### config.mk
export PLATFORM = sky130hd
export DESIGN_NAME = adsr_envelope_generator_flat
export DESIGN_NICKNAME = d
export VERILOG_FILES = /design/src/sv/adsr_pkg.sv /design/src/sv/adsr_if.sv /design/src/sv/adsr_cfg.sv /design/src/sv/adsr_div.sv /design/src/sv/adsr_dpath.sv /design/src/sv/adsr_ctrl.sv /design/src/sv/adsr_envelope_generator.sv /design/src/flat_wrapper.sv
export SDC_FILE = /design/constraint.sdc
export NUM_CORES = 1
export LEC_CHECK = 0
export BUFFER_PORTS_ARGS = -buffer_cell sky130_fd_sc_hd__buf_2
export CELL_PAD_IN_SITES_DETAIL_PLACEMENT = 1
export CELL_PAD_IN_SITES_GLOBAL_PLACEMENT = 2
export CORE_MARGIN = 2
export CORE_UTILIZATION = 40
export DETAILED_ROUTE_END_ITERATION = 7
export PLACE_DENSITY = 0.83
export SYNTH_ARGS = -nofsm -noshare
export SYNTH_HDL_FRONTEND = slang
export SYNTH_SLANG_ARGS = --single-unit
### constraint.sdc
create_clock -name clk -period 6.5 [get_ports clk]
set_clock_uncertainty 0.2 [all_clocks]
set_input_delay 0.65 -clock clk [delete_from_list [all_inputs] [get_ports clk]]
set_output_delay 0.65 -clock clk [all_outputs]
set_load 0.005 [all_outputs]
### src/sv/adsr_pkg.sv
// Shared constants, codes, command/status types and a helper of the ADSR envelope generator.
`default_nettype none

package adsr_pkg;

  // Default widths and fixed field widths.
  localparam int GAIN_BITS_DEF  = 16;
  localparam int COUNT_BITS_DEF = 24;
  localparam int PHASE_BITS     = 3;
  localparam int CFG_DATA_BITS  = 32;
  localparam int CFG_ADDR_BITS  = 5;

  // Phase codes.
  localparam logic [PHASE_BITS-1:0] PH_STOP    = 3'd0;
  localparam logic [PHASE_BITS-1:0] PH_ATTACK  = 3'd1;
  localparam logic [PHASE_BITS-1:0] PH_DECAY   = 3'd2;
  localparam logic [PHASE_BITS-1:0] PH_SUSTAIN = 3'd3;
  localparam logic [PHASE_BITS-1:0] PH_NOTEOFF = 3'd4;
  localparam logic [PHASE_BITS-1:0] PH_RELEASE = 3'd5;

  // Register indexes on the configuration port.
  localparam logic [2:0] REG_ATTACK_LENGTH  = 3'd0;
  localparam logic [2:0] REG_ATTACK_PEAK    = 3'd1;
  localparam logic [2:0] REG_DECAY_LENGTH   = 3'd2;
  localparam logic [2:0] REG_SUSTAIN_LEVEL  = 3'd3;
  localparam logic [2:0] REG_RELEASE_LENGTH = 3'd4;

  // Transition plan codes, resolved from the phase and the zero-length flags.
  localparam logic [2:0] PLAN_HOLD        = 3'd0;
  localparam logic [2:0] PLAN_DIV_ATTACK  = 3'd1;
  localparam logic [2:0] PLAN_DIV_DECAY   = 3'd2;
  localparam logic [2:0] PLAN_TO_SUSTAIN  = 3'd3;
  localparam logic [2:0] PLAN_DIV_RELEASE = 3'd4;
  localparam logic [2:0] PLAN_TO_STOP     = 3'd5;

  // Commands from the controller to the datapath.
  typedef struct packed {
    logic force_phase;
    logic div_start;
    logic xfer;
    logic emit;
  } ctrl_cmd_t;

  // Status from the datapath to the controller.
  typedef struct packed {
    logic cnt_zero;
    logic need_div;
    logic div_busy;
  } dp_stat_t;

  // Resolves the transition chain, including zero-length fall-through.
  function automatic logic [2:0] plan_f(input logic [PHASE_BITS-1:0] ph,
                                        input logic a_zero,
                                        input logic d_zero,
                                        input logic r_zero);
    logic [2:0] p;
    p = PLAN_HOLD;
    unique case (ph)
      PH_STOP: begin
        if (!a_zero) p = PLAN_DIV_ATTACK;
        else if (!d_zero) p = PLAN_DIV_DECAY;
        else p = PLAN_TO_SUSTAIN;
      end
      PH_ATTACK: begin
        if (!d_zero) p = PLAN_DIV_DECAY;
        else p = PLAN_TO_SUSTAIN;
      end
      PH_DECAY:   p = PLAN_TO_SUSTAIN;
      PH_SUSTAIN: p = PLAN_HOLD;
      PH_NOTEOFF: begin
        if (!r_zero) p = PLAN_DIV_RELEASE;
        else p = PLAN_TO_STOP;
      end
      PH_RELEASE: p = PLAN_TO_STOP;
      default:    p = PLAN_HOLD;
    endcase
    return p;
  endfunction

endpackage

`default_nettype wire

### src/sv/adsr_if.sv
// Valid/ready channel interfaces for the envelope input items and gain results.
`default_nettype none

interface adsr_in_if;
  import adsr_pkg::*;
  logic                  valid;
  logic                  ready;
  logic                  func;
  logic [PHASE_BITS-1:0] new_phase;

  modport source (output valid, output func, output new_phase, input ready);
  modport sink   (input valid, input func, input new_phase, output ready);
endinterface

interface adsr_out_if #(
  parameter int GAIN_BITS = adsr_pkg::GAIN_BITS_DEF
);
  import adsr_pkg::*;
  logic                  valid;
  logic                  ready;
  logic [GAIN_BITS-1:0]  gain;
  logic [PHASE_BITS-1:0] phase;
  logic                  finished;

  modport source (output valid, output gain, output phase, output finished, input ready);
  modport sink   (input valid, input gain, input phase, input finished, output ready);
endinterface

`default_nettype wire

### src/sv/adsr_cfg.sv
// APB-style configuration register file of the envelope generator.
`default_nettype none

module adsr_cfg #(
  parameter int GAIN_BITS  = adsr_pkg::GAIN_BITS_DEF,
  parameter int COUNT_BITS = adsr_pkg::COUNT_BITS_DEF
) (
  input  wire logic                               clk,
  input  wire logic                               rst_n,
  input  wire logic                               psel,
  input  wire logic                               penable,
  input  wire logic                               pwrite,
  input  wire logic [adsr_pkg::CFG_ADDR_BITS-1:0] paddr,
  input  wire logic [adsr_pkg::CFG_DATA_BITS-1:0] pwdata,
  output logic      [adsr_pkg::CFG_DATA_BITS-1:0] prdata,
  output logic                                    pready,
  output logic      [COUNT_BITS-1:0]              attack_length,
  output logic      [GAIN_BITS-1:0]               attack_peak,
  output logic      [COUNT_BITS-1:0]              decay_length,
  output logic      [GAIN_BITS-1:0]               sustain_level,
  output logic      [COUNT_BITS-1:0]              release_length
);
  import adsr_pkg::*;

  logic [COUNT_BITS-1:0] attack_length_r;
  logic [GAIN_BITS-1:0]  attack_peak_r;
  logic [COUNT_BITS-1:0] decay_length_r;
  logic [GAIN_BITS-1:0]  sustain_level_r;
  logic [COUNT_BITS-1:0] release_length_r;
  logic [2:0]            reg_idx;
  logic                  wr_en;

  assign reg_idx = paddr[CFG_ADDR_BITS-1:2];
  assign wr_en   = psel & penable & pwrite & pready;
  assign pready  = 1'b1;

  // Register writes; values are truncated to the register widths.
  always_ff @(posedge clk) begin
    if (!rst_n) begin
      attack_length_r  <= '0;
      attack_peak_r    <= '0;
      decay_length_r   <= '0;
      sustain_level_r  <= '0;
      release_length_r <= '0;
    end else if (wr_en) begin
      unique case (reg_idx)
        REG_ATTACK_LENGTH:  attack_length_r  <= pwdata[COUNT_BITS-1:0];
        REG_ATTACK_PEAK:    attack_peak_r    <= pwdata[GAIN_BITS-1:0];
        REG_DECAY_LENGTH:   decay_length_r   <= pwdata[COUNT_BITS-1:0];
        REG_SUSTAIN_LEVEL:  sustain_level_r  <= pwdata[GAIN_BITS-1:0];
        REG_RELEASE_LENGTH: release_length_r <= pwdata[COUNT_BITS-1:0];
        default: ;
      endcase
    end
  end

  // Read data, zero-extended to the bus width.
  always_comb begin
    prdata = '0;
    unique case (reg_idx)
      REG_ATTACK_LENGTH:  prdata[COUNT_BITS-1:0] = attack_length_r;
      REG_ATTACK_PEAK:    prdata[GAIN_BITS-1:0]  = attack_peak_r;
      REG_DECAY_LENGTH:   prdata[COUNT_BITS-1:0] = decay_length_r;
      REG_SUSTAIN_LEVEL:  prdata[GAIN_BITS-1:0]  = sustain_level_r;
      REG_RELEASE_LENGTH: prdata[COUNT_BITS-1:0] = release_length_r;
      default:            prdata = '0;
    endcase
  end

  assign attack_length  = attack_length_r;
  assign attack_peak    = attack_peak_r;
  assign decay_length   = decay_length_r;
  assign sustain_level  = sustain_level_r;
  assign release_length = release_length_r;

endmodule

`default_nettype wire

### src/sv/adsr_div.sv
// Restoring radix-2 serial divider that produces one quotient bit per cycle.
`default_nettype none

module adsr_div #(
  parameter int GAIN_BITS  = adsr_pkg::GAIN_BITS_DEF,
  parameter int COUNT_BITS = adsr_pkg::COUNT_BITS_DEF
) (
  input  wire logic                  clk,
  input  wire logic                  rst_n,
  input  wire logic                  start,
  input  wire logic [GAIN_BITS-1:0]  dividend,
  input  wire logic [COUNT_BITS-1:0] divisor,
  output logic                       busy,
  output logic      [GAIN_BITS-1:0]  quotient
);
  localparam int ITER_BITS = $clog2(GAIN_BITS + 1);

  logic [GAIN_BITS-1:0]  quo_r, quo_nxt;
  logic [COUNT_BITS-1:0] rem_r, rem_nxt;
  logic [COUNT_BITS-1:0] dsr_r;
  logic [ITER_BITS-1:0]  iter_r, iter_nxt;
  logic                  busy_r, busy_nxt;
  logic [COUNT_BITS:0]   trial;

  // One shift-and-subtract step; the dividend shifts out as quotient bits shift in.
  always_comb begin
    trial    = {rem_r, quo_r[GAIN_BITS-1]};
    quo_nxt  = quo_r;
    rem_nxt  = rem_r;
    iter_nxt = iter_r;
    busy_nxt = busy_r;
    if (start) begin
      quo_nxt  = dividend;
      rem_nxt  = '0;
      iter_nxt = ITER_BITS'(GAIN_BITS);
      busy_nxt = 1'b1;
    end else if (busy_r) begin
      if (trial >= {1'b0, dsr_r}) begin
        rem_nxt = COUNT_BITS'(trial - {1'b0, dsr_r});
        quo_nxt = {quo_r[GAIN_BITS-2:0], 1'b1};
      end else begin
        rem_nxt = trial[COUNT_BITS-1:0];
        quo_nxt = {quo_r[GAIN_BITS-2:0], 1'b0};
      end
      iter_nxt = iter_r - 1'b1;
      busy_nxt = (iter_r != ITER_BITS'(1));
    end
  end

  always_ff @(posedge clk) begin
    if (!rst_n) begin
      busy_r <= 1'b0;
      iter_r <= '0;
    end else begin
      busy_r <= busy_nxt;
      iter_r <= iter_nxt;
    end
  end

  always_ff @(posedge clk) begin
    quo_r <= quo_nxt;
    rem_r <= rem_nxt;
    if (start) begin
      dsr_r <= divisor;
    end
  end

  assign busy     = busy_r;
  assign quotient = quo_r;

endmodule

`default_nettype wire

### src/sv/adsr_dpath.sv
// Envelope datapath: phase, counter, gain and step registers, divider and result register.
`default_nettype none

module adsr_dpath #(
  parameter int GAIN_BITS  = adsr_pkg::GAIN_BITS_DEF,
  parameter int COUNT_BITS = adsr_pkg::COUNT_BITS_DEF
) (
  input  wire logic                                 clk,
  input  wire logic                                 rst_n,
  input  wire adsr_pkg::ctrl_cmd_t                  cmd,
  output adsr_pkg::dp_stat_t                        stat,
  input  wire logic      [adsr_pkg::PHASE_BITS-1:0] new_phase,
  input  wire logic      [COUNT_BITS-1:0]           attack_length,
  input  wire logic      [GAIN_BITS-1:0]            attack_peak,
  input  wire logic      [COUNT_BITS-1:0]           decay_length,
  input  wire logic      [GAIN_BITS-1:0]            sustain_level,
  input  wire logic      [COUNT_BITS-1:0]           release_length,
  output logic           [GAIN_BITS-1:0]            out_gain,
  output logic           [adsr_pkg::PHASE_BITS-1:0] out_phase,
  output logic                                      out_finished
);
  import adsr_pkg::*;

  logic [PHASE_BITS-1:0]       phase_r;
  logic [COUNT_BITS-1:0]       count_r;
  logic [GAIN_BITS-1:0]        gain_r;
  logic signed [GAIN_BITS:0]   step_r;
  logic                        fin_r;
  logic [GAIN_BITS-1:0]        out_gain_r;
  logic [PHASE_BITS-1:0]       out_phase_r;
  logic                        out_fin_r;

  logic [2:0]                  plan;
  logic [GAIN_BITS-1:0]        div_a;
  logic [COUNT_BITS-1:0]       div_b;
  logic                        div_busy;
  logic [GAIN_BITS-1:0]        quo;
  logic signed [GAIN_BITS:0]   quo_pos;
  logic signed [GAIN_BITS+1:0] sum;
  logic [GAIN_BITS-1:0]        gain_sat;

  assign plan = plan_f(phase_r, attack_length == '0, decay_length == '0,
                       release_length == '0);

  // Divider operands follow the planned transition.
  always_comb begin
    div_a = gain_r;
    div_b = release_length;
    unique case (plan)
      PLAN_DIV_ATTACK: begin
        div_a = attack_peak;
        div_b = attack_length;
      end
      PLAN_DIV_DECAY: begin
        div_a = (attack_peak > sustain_level) ? attack_peak - sustain_level
                                              : sustain_level - attack_peak;
        div_b = decay_length;
      end
      default: begin
        div_a = gain_r;
        div_b = release_length;
      end
    endcase
  end

  adsr_div #(
    .GAIN_BITS  (GAIN_BITS),
    .COUNT_BITS (COUNT_BITS)
  ) u_div (
    .clk      (clk),
    .rst_n    (rst_n),
    .start    (cmd.div_start),
    .dividend (div_a),
    .divisor  (div_b),
    .busy     (div_busy),
    .quotient (quo)
  );

  assign quo_pos = $signed({1'b0, quo});

  // Next gain with saturation to the unsigned gain range.
  always_comb begin
    sum = $signed({2'b00, gain_r}) + $signed({step_r[GAIN_BITS], step_r});
    if (sum[GAIN_BITS+1]) gain_sat = '0;
    else if (sum[GAIN_BITS]) gain_sat = '1;
    else gain_sat = sum[GAIN_BITS-1:0];
  end

  // Envelope state: forced phase, transitions and per-sample update.
  always_ff @(posedge clk) begin
    if (!rst_n) begin
      phase_r <= PH_STOP;
      count_r <= '0;
      gain_r  <= '0;
      step_r  <= '0;
      fin_r   <= 1'b0;
    end else begin
      if (cmd.force_phase) begin
        if (new_phase <= PH_RELEASE) begin
          phase_r <= new_phase;
          count_r <= '0;
        end
      end
      if (cmd.xfer) begin
        fin_r <= (plan == PLAN_TO_STOP);
        unique case (plan)
          PLAN_DIV_ATTACK: begin
            step_r  <= quo_pos;
            count_r <= attack_length;
            phase_r <= PH_ATTACK;
          end
          PLAN_DIV_DECAY: begin
            gain_r  <= attack_peak;
            count_r <= decay_length;
            step_r  <= (attack_peak > sustain_level) ? -quo_pos : quo_pos;
            phase_r <= PH_DECAY;
          end
          PLAN_TO_SUSTAIN: begin
            phase_r <= PH_SUSTAIN;
            gain_r  <= sustain_level;
            step_r  <= '0;
          end
          PLAN_DIV_RELEASE: begin
            step_r  <= -quo_pos;
            count_r <= release_length;
            phase_r <= PH_RELEASE;
          end
          PLAN_TO_STOP: begin
            phase_r <= PH_STOP;
            gain_r  <= '0;
          end
          default: ;
        endcase
      end
      if (cmd.emit) begin
        fin_r <= 1'b0;
        if (!fin_r) begin
          gain_r <= gain_sat;
          if (count_r != '0) count_r <= count_r - 1'b1;
        end
      end
    end
  end

  // Result register, loaded when the sample is emitted.
  always_ff @(posedge clk) begin
    if (cmd.emit) begin
      out_gain_r  <= gain_r;
      out_phase_r <= phase_r;
      out_fin_r   <= fin_r;
    end
  end

  assign stat.cnt_zero = (count_r == '0);
  assign stat.need_div = (plan == PLAN_DIV_ATTACK) || (plan == PLAN_DIV_DECAY) ||
                         (plan == PLAN_DIV_RELEASE);
  assign stat.div_busy = div_busy;

  assign out_gain     = out_gain_r;
  assign out_phase    = out_phase_r;
  assign out_finished = out_fin_r;

endmodule

`default_nettype wire

### src/sv/adsr_ctrl.sv
// Envelope controller: sequences accept, divide, transition and emit, and owns the output valid.
`default_nettype none

module adsr_ctrl (
  input  wire logic               clk,
  input  wire logic               rst_n,
  input  wire logic               in_valid,
  input  wire logic               in_func,
  output logic                    in_ready,
  output logic                    out_valid,
  input  wire logic               out_ready,
  input  wire adsr_pkg::dp_stat_t stat,
  output adsr_pkg::ctrl_cmd_t     cmd
);
  import adsr_pkg::*;

  localparam logic [1:0] S_IDLE = 2'd0;
  localparam logic [1:0] S_DIV  = 2'd1;
  localparam logic [1:0] S_XFER = 2'd2;
  localparam logic [1:0] S_EMIT = 2'd3;

  logic [1:0] state_r, state_nxt;
  logic       out_valid_r, out_valid_nxt;
  logic       in_fire;
  logic       slot_free;

  assign in_ready  = (state_r == S_IDLE);
  assign in_fire   = in_valid & in_ready;
  assign slot_free = !out_valid_r || out_ready;

  // Next state and commands.
  always_comb begin
    state_nxt = state_r;
    cmd       = '0;
    unique case (state_r)
      S_IDLE: begin
        if (in_fire) begin
          if (in_func) begin
            cmd.force_phase = 1'b1;
          end else if (stat.cnt_zero) begin
            if (stat.need_div) begin
              cmd.div_start = 1'b1;
              state_nxt     = S_DIV;
            end else begin
              state_nxt = S_XFER;
            end
          end else begin
            state_nxt = S_EMIT;
          end
        end
      end
      S_DIV: begin
        if (!stat.div_busy) state_nxt = S_XFER;
      end
      S_XFER: begin
        cmd.xfer  = 1'b1;
        state_nxt = S_EMIT;
      end
      S_EMIT: begin
        if (slot_free) begin
          cmd.emit  = 1'b1;
          state_nxt = S_IDLE;
        end
      end
      default: state_nxt = S_IDLE;
    endcase
  end

  // Output valid: set by an emit, cleared when the result transaction completes.
  always_comb begin
    out_valid_nxt = out_valid_r;
    if (cmd.emit) out_valid_nxt = 1'b1;
    else if (out_ready) out_valid_nxt = 1'b0;
  end

  always_ff @(posedge clk) begin
    if (!rst_n) begin
      state_r     <= S_IDLE;
      out_valid_r <= 1'b0;
    end else begin
      state_r     <= state_nxt;
      out_valid_r <= out_valid_nxt;
    end
  end

  assign out_valid = out_valid_r;

endmodule

`default_nettype wire

### src/sv/adsr_envelope_generator.sv
// Linear ADSR envelope generator: top level joining registers, controller and datapath.
//
// Input channel in_ch carries items: func 0 is a sample tick, func 1 forces
// the phase to new_phase (codes 6 and 7 are ignored) and clears the sample
// counter; a force gives no result. Each tick gives exactly one result on
// out_ch: the gain for the sample, the phase after the step, and finished,
// which is set with gain 0 and phase stop when the release has just ended.
// The user must write lengths and gains on the APB-style cfg_ port only
// while idle; the block itself does not enforce this.
//
// A force item is done on acceptance. A tick with a running counter goes
// to the emit step, and its result is registered there. A tick that changes
// phase with a ramp step runs the serial divider, one quotient bit per cycle,
// then the transfer and emit steps; other phase changes run the transfer
// and emit steps only.
// The result register holds one result; the next item is accepted while it
// waits, and a tick stalls in its emit step until that result is taken.
// Reset clears the configuration and envelope state, sets the phase to stop
// and drives out_ch.valid low.
`default_nettype none

module adsr_envelope_generator #(
  parameter int GAIN_BITS  = adsr_pkg::GAIN_BITS_DEF,
  parameter int COUNT_BITS = adsr_pkg::COUNT_BITS_DEF
) (
  input  wire logic                               clk,
  input  wire logic                               rst_n,
  adsr_in_if.sink                                 in_ch,
  adsr_out_if.source                              out_ch,
  input  wire logic                               cfg_psel,
  input  wire logic                               cfg_penable,
  input  wire logic                               cfg_pwrite,
  input  wire logic [adsr_pkg::CFG_ADDR_BITS-1:0] cfg_paddr,
  input  wire logic [adsr_pkg::CFG_DATA_BITS-1:0] cfg_pwdata,
  output logic      [adsr_pkg::CFG_DATA_BITS-1:0] cfg_prdata,
  output logic                                    cfg_pready
);
  import adsr_pkg::*;

  logic [COUNT_BITS-1:0] attack_length;
  logic [GAIN_BITS-1:0]  attack_peak;
  logic [COUNT_BITS-1:0] decay_length;
  logic [GAIN_BITS-1:0]  sustain_level;
  logic [COUNT_BITS-1:0] release_length;
  ctrl_cmd_t             cmd;
  dp_stat_t              stat;
  logic                  in_ready;
  logic                  out_valid;
  logic [GAIN_BITS-1:0]  out_gain;
  logic [PHASE_BITS-1:0] out_phase;
  logic                  out_finished;

  // Configuration registers.
  adsr_cfg #(
    .GAIN_BITS  (GAIN_BITS),
    .COUNT_BITS (COUNT_BITS)
  ) u_cfg (
    .clk            (clk),
    .rst_n          (rst_n),
    .psel           (cfg_psel),
    .penable        (cfg_penable),
    .pwrite         (cfg_pwrite),
    .paddr          (cfg_paddr),
    .pwdata         (cfg_pwdata),
    .prdata         (cfg_prdata),
    .pready         (cfg_pready),
    .attack_length  (attack_length),
    .attack_peak    (attack_peak),
    .decay_length   (decay_length),
    .sustain_level  (sustain_level),
    .release_length (release_length)
  );

  // Sequencing.
  adsr_ctrl u_ctrl (
    .clk       (clk),
    .rst_n     (rst_n),
    .in_valid  (in_ch.valid),
    .in_func   (in_ch.func),
    .in_ready  (in_ready),
    .out_valid (out_valid),
    .out_ready (out_ch.ready),
    .stat      (stat),
    .cmd       (cmd)
  );

  // Envelope arithmetic and state.
  adsr_dpath #(
    .GAIN_BITS  (GAIN_BITS),
    .COUNT_BITS (COUNT_BITS)
  ) u_dpath (
    .clk            (clk),
    .rst_n          (rst_n),
    .cmd            (cmd),
    .stat           (stat),
    .new_phase      (in_ch.new_phase),
    .attack_length  (attack_length),
    .attack_peak    (attack_peak),
    .decay_length   (decay_length),
    .sustain_level  (sustain_level),
    .release_length (release_length),
    .out_gain       (out_gain),
    .out_phase      (out_phase),
    .out_finished   (out_finished)
  );

  assign in_ch.ready     = in_ready;
  assign out_ch.valid    = out_valid;
  assign out_ch.gain     = out_gain;
  assign out_ch.phase    = out_phase;
  assign out_ch.finished = out_finished;

endmodule

`default_nettype wire

### src/flat_wrapper.sv
// flat-port wrapper written by rule: the top's interface ports become plain ports
module adsr_envelope_generator_flat import adsr_pkg::*;
#(
  parameter int GAIN_BITS  = adsr_pkg::GAIN_BITS_DEF,
  parameter int COUNT_BITS = adsr_pkg::COUNT_BITS_DEF
)
  (clk, rst_n, cfg_psel, cfg_penable, cfg_pwrite, cfg_paddr, cfg_pwdata, cfg_prdata, cfg_pready, in_ch_valid, in_ch_func, in_ch_new_phase, in_ch_ready, out_ch_valid, out_ch_gain, out_ch_phase, out_ch_finished, out_ch_ready);
  adsr_in_if in_ch_i ();
  adsr_out_if #(.GAIN_BITS(GAIN_BITS)) out_ch_i ();
  input  wire logic clk;
  input  wire logic rst_n;
  input  wire logic cfg_psel;
  input  wire logic cfg_penable;
  input  wire logic cfg_pwrite;
  input  wire logic [adsr_pkg::CFG_ADDR_BITS-1:0] cfg_paddr;
  input  wire logic [adsr_pkg::CFG_DATA_BITS-1:0] cfg_pwdata;
  output logic      [adsr_pkg::CFG_DATA_BITS-1:0] cfg_prdata;
  output logic cfg_pready;
  input wire logic [$bits(in_ch_i.valid)-1:0] in_ch_valid;
  input wire logic [$bits(in_ch_i.func)-1:0] in_ch_func;
  input wire logic [$bits(in_ch_i.new_phase)-1:0] in_ch_new_phase;
  output wire logic [$bits(in_ch_i.ready)-1:0] in_ch_ready;
  output wire logic [$bits(out_ch_i.valid)-1:0] out_ch_valid;
  output wire logic [$bits(out_ch_i.gain)-1:0] out_ch_gain;
  output wire logic [$bits(out_ch_i.phase)-1:0] out_ch_phase;
  output wire logic [$bits(out_ch_i.finished)-1:0] out_ch_finished;
  input wire logic [$bits(out_ch_i.ready)-1:0] out_ch_ready;
  assign in_ch_i.valid = in_ch_valid;
  assign in_ch_i.func = in_ch_func;
  assign in_ch_i.new_phase = in_ch_new_phase;
  assign in_ch_ready = in_ch_i.ready;
  assign out_ch_valid = out_ch_i.valid;
  assign out_ch_gain = out_ch_i.gain;
  assign out_ch_phase = out_ch_i.phase;
  assign out_ch_finished = out_ch_i.finished;
  assign out_ch_i.ready = out_ch_ready;
  adsr_envelope_generator #(.GAIN_BITS(GAIN_BITS), .COUNT_BITS(COUNT_BITS)) u_core (.clk(clk), .rst_n(rst_n), .in_ch(in_ch_i), .out_ch(out_ch_i), .cfg_psel(cfg_psel), .cfg_penable(cfg_penable), .cfg_pwrite(cfg_pwrite), .cfg_paddr(cfg_paddr), .cfg_pwdata(cfg_pwdata), .cfg_prdata(cfg_prdata), .cfg_pready(cfg_pready));
endmodule
==> run_results.csv <==
group,metric,value,unit
run_status,status,"finished clean",
cts,ctsRootBufferMaster,"clkbuf_16",
detailed_routing,first_pass_iters,5,
cts,numClockSinks,258,
die,initial_utilization,40.6,%
layout,fin_nets,2173,
power,p_leak,6.92,nW
critical_path,critPathKind,"flip-flop to flip-flop",
cts,path_clk_slew,0.06,ns
global_route,grt_pass1_vias,15200,
critical_path,reg2reg_to,"u_core.u_dpath.u_div.quotient[10]$_DFFE_PP_",
worst_hold_path,worstHoldPathType,"input port to flip-flop",
timing,hold_violations,0,
yosys,seq_area_frac_synth,35.7,%
layout,n_antenna_cell,0,
yosys,netlist_area,0.0162,mm2
yosys,synth_area_leader_cell,"dfxtp_1",
detailed_routing,ant_nets,0,
yosys,synth-edff-count,60,
layout,layout-drive-gt1-share,10.4,%
critical_path,startpoint_type,"flip-flop",
layout,seq_area,0.00577,mm2
critical_path,critical_path.cell_chain,"nor2b_1 -> nand3_1 -> o31ai_4 -> o21bai_4 -> and4_1 -> nand2_2 -> inv_2 -> buf_4 -> nor2_1 -> inv_1",
power,p_switching,0.00231,W
cts,clk_latency,0.59,ns
power,pwr-share-clk,29.2,%
cts,numCtsBuffers,30,
critical_path,crit_end,"u_core.u_dpath.u_div.quotient[10]$_DFFE_PP_",
power,intPower,0.00370,W
detailed_routing,initialDrtViolationCount,933,
critical_path,max_stage_delay,0.61,ns
critical_path,required,6.53,ns
critical_path,ff2ff_path_depth,10,
yosys,async_flop_share,0,%
global_route,grt_pass1_wl,89000,um
yosys,syn_area_per_cell,8.02,um2
timing,period_needed,4.64,ns
timing,rsz0062_at_grt,"no",
critical_path,crit_path_end_kind,"flip-flop",
layout,area_growth,11.2,%
yosys,yosysUniqueCellTypes,88,
place,place.gp.congestion,0.859,
detailed_routing,drc,0,
critical_path,critPathArrivalTime,4.66,ns
timing,final.setup.tns,0,ns
detailed_routing,routed_wl,57800,um
die,coreArea,0.0398,mm2
yosys,synth_warnings,0,
power,switching_share,38.4,%
timing,max_freq,216,MHz
power,pwr_density_cell,335,mW/mm2
yosys,ys_top_cells_by_area,"dfxtp_1 25%, edfxtp_1 11%, a21oi_1 8.9%",
cts,ctsHoldBuffers,0,
die,fp-row-count,73,
global_route,grt_max_degree,95,
place,port_buffers,83,
global_route,track_usage,27.2,%
timing,max_slew_margin,25.4,%
cts,ctsResizeCount,0,
die,die_h,205,um
layout,multi_input_comb_area,0.00954,mm2
critical_path,ff2ff_setup_slack,1.86,ns
cts,cts_tree,"built",
timing,setup_viol,0,
cts,cts_setup_buffers,0,
power,p_comb_share,37.1,%
cts,clock_path_buffers,3,
timing,finalMaxSlewViolations,0,
flow_run,cap_violations,0,
timing,finalCritPeriodShare,71.3,%
global_route,grt_overflow,0,
die,die_area,0.0420,mm2
cts,htreeDepth,1,
yosys,synthFlopType,"dfxtp_1",
timing,worst_pin_slew,1.11,ns
yosys,syn_inst,2015,
critical_path,crit_fanout,41,
place,dpl_cell_area,0.0170,mm2
power,ir_drop,0.212,mV
layout,fin_area,0.0180,mm2
die,io_pins,103,
die,die_w,205,um
detailed_routing,viasPerCell,5.86,
yosys,yosysTopAreaCellShare,24.5,%
critical_path,crit_start,"u_core.u_dpath.phase_r[2]$_SDFF_PN0_",
yosys,ys_ff_latch,258,
worst_hold_path,holdPathStages,3,
layout,fill_cells,4868,
critical_path,r2r_start,"u_core.u_dpath.phase_r[2]$_SDFF_PN0_",
power,p_seq_share,33.7,%
critical_path,cp_slowest_cell,"dfxtp_1",
place,dpl.hpwl,42600,um
detailed_routing,dr_total_vias,15200,
global_route,antenna_found_initial,0,
detailed_routing,wl_per_cell,22.3,um
registers in the layout, indices dropped and copies added, names as in the netlist:
signal and flops:
u_core.u_dpath.out_phase 3, u_core.u_cfg.attack_peak 16, u_core.u_ctrl.out_valid 1, u_core.u_dpath.u_div.quotient 16, u_core.u_dpath.count_r 24, u_core.u_ctrl.state_r 2
u_core.u_cfg.attack_length 24, u_core.u_cfg.release_length 24, u_core.u_dpath.out_gain 16, u_core.u_dpath.u_div.busy 1, u_core.u_dpath.gain_r 16, u_core.u_dpath.fin_r 1
u_core.u_dpath.phase_r 3, u_core.u_dpath.u_div.dsr_r 24, u_core.u_cfg.decay_length 24, u_core.u_dpath.u_div.iter_r 5, u_core.u_cfg.sustain_level 16, u_core.u_dpath.u_div.rem_r 24
u_core.u_dpath.step_r 17, u_core.u_dpath.out_finished 1
logic make-up (layout without fill, tap and decap cells):
kind of cell / after synthesis / after routing / synth area share [%]
AO/OA/AOI/OAI: 704 / 704 / 27.8
AND/OR/NAND/NOR: 640 / 640 / 17.7
flip-flops: 258 / 258 / 35.7
buffers and inverters: 221 / 264 / 5.81
adder cells (fa/ha/maj): 84 / 84 / 6.69
multiplexers: 56 / 56 / 3.58
XOR/XNOR: 50 / 50 / 2.71
other: 2 / 9 / 0.0465
cell usage in the layout, fill, tap and decap left out, types with 9 or more instances in the layout:
master | synthesis | layout
a211o_1 | 9 | 9
a211oi_1 | 24 | 24
a21o_1 | 44 | 44
a21oi_1 | 288 | 287
a22o_1 | 32 | 32
a22oi_1 | 42 | 42
a31oi_1 | 10 | 10
and3_1 | 10 | 10
buf_2 | 30 | 83
buf_4 | 13 | 28
clkbuf_16 | 0 | 33
clkinv_2 | 0 | 9
conb_1 | 2 | 9
dfxtp_1 | 198 | 198
edfxtp_1 | 60 | 60
ha_1 | 80 | 80
inv_1 | 96 | 95
mux2_2 | 15 | 15
mux2i_1 | 41 | 41
nand2_1 | 298 | 298
nand2b_1 | 15 | 15
nand3_1 | 23 | 23
nand4_1 | 12 | 12
nor2_1 | 157 | 154
nor2b_1 | 19 | 19
nor3_1 | 29 | 28
nor4_1 | 22 | 22
o211ai_1 | 13 | 13
o21a_1 | 11 | 11
o21ai_0 | 114 | 114
o21ai_1 | 10 | 9
o22a_1 | 9 | 9
o22ai_1 | 17 | 17
or3_1 | 11 | 11
xnor2_1 | 37 | 37
xor2_1 | 13 | 13
stage by stage:
| stage | setup slack [ns] | cells | utilization, % | total power, W | hold slack [ns] |
|---|---|---|---|---|---|
| 3_3_place_gp | 1.87 | 2534 | 42.6 | 0.00421 | 0.260 |
| 3_5_place_dp | 1.81 | 2534 | 42.6 | 0.00428 | 0.270 |
| 6_report | 1.86 | 2590 | 45.1 | 0.00601 | 0.124 |
| 4_1_cts | 1.80 | 2590 | 45.1 | 0.00605 | 0.0987 |
| 5_1_grt | 1.47 | 2590 | 45.1 | 0.00638 | 0.117 |
| 2_1_floorplan | 3.14 | 2022 | - | 0.00370 | 0.203 |
metal layers:
metal	part of all wire, %	vias up	global-route usage (%)
li1	-	7303	-
met3	4.8	73	3.58
met4	2.3	0	6.76
met5	0	-	0
met2	46	337	45.8
met1	46	7473	36.9
worst min-delay path by stage:
stage	slack, ns	to	startpoint
finish	0.12	u_core.u_cfg.attack_length[19]$_SDFFE_PN0P_	cfg_pwdata[19]
global route	0.12	u_core.u_cfg.decay_length[20]$_SDFFE_PN0P_	cfg_pwdata[20]
CTS	0.1	u_core.u_cfg.attack_length[17]$_SDFFE_PN0P_	cfg_pwdata[17]
detailed placement	0.27	u_core.u_dpath.u_div.rem_r[23]$_SDFFE_PP0P_	u_core.u_dpath.u_div.rem_r[23]$_SDFFE_PP0P_
global placement	0.26	u_core.u_dpath.count_r[18]$_SDFF_PN0_	u_core.u_dpath.count_r[18]$_SDFF_PN0_
floorplan	0.20	u_core.u_dpath.out_phase[2]$_DFFE_PP_	u_core.u_dpath.phase_r[2]$_SDFF_PN0_
critical path, delay by kind of cell, from the launching register on:
family	cells	cell delay [ns]
AO/OA/AOI/OAI	2	0.76
buffers and inverters	3	0.74
flip-flops	1	0.61
AND/OR/NAND/NOR	5	1.94
cells in the mapped netlist (37+ instances only):
master	n
a21oi_1	288
inv_1	96
dfxtp_1	198
clkbuf_1	76
edfxtp_1	60
a21o_1	44
nand2_1	298
o21ai_0	114
xnor2_1	37
nor2_1	157
a22oi_1	42
mux2i_1	41
ha_1	80
power groups by stage:
stage | combinational (W) | clock [W] | sequential, W
3_5_place_dp | 0.00222 | 0 | 0.00206
6_report | 0.00223 | 0.00176 | 0.00203
4_1_cts | 0.00224 | 0.00179 | 0.00202
3_3_place_gp | 0.00216 | 0 | 0.00205
5_1_grt | 0.00249 | 0.00185 | 0.00205
2_1_floorplan | 0.00171 | 0 | 0.00199
final cells by class:
class | instances | share of cell area (%)
multi-input combinational | 1543 | 53.1
sequential | 258 | 32.1
clock buffer | 39 | 4.83
tap | 525 | 3.65
timing repair buffer | 111 | 3.48
inverter | 97 | 2.04
clock inverter | 17 | 0.863
(Power assumes the default switching activity.)
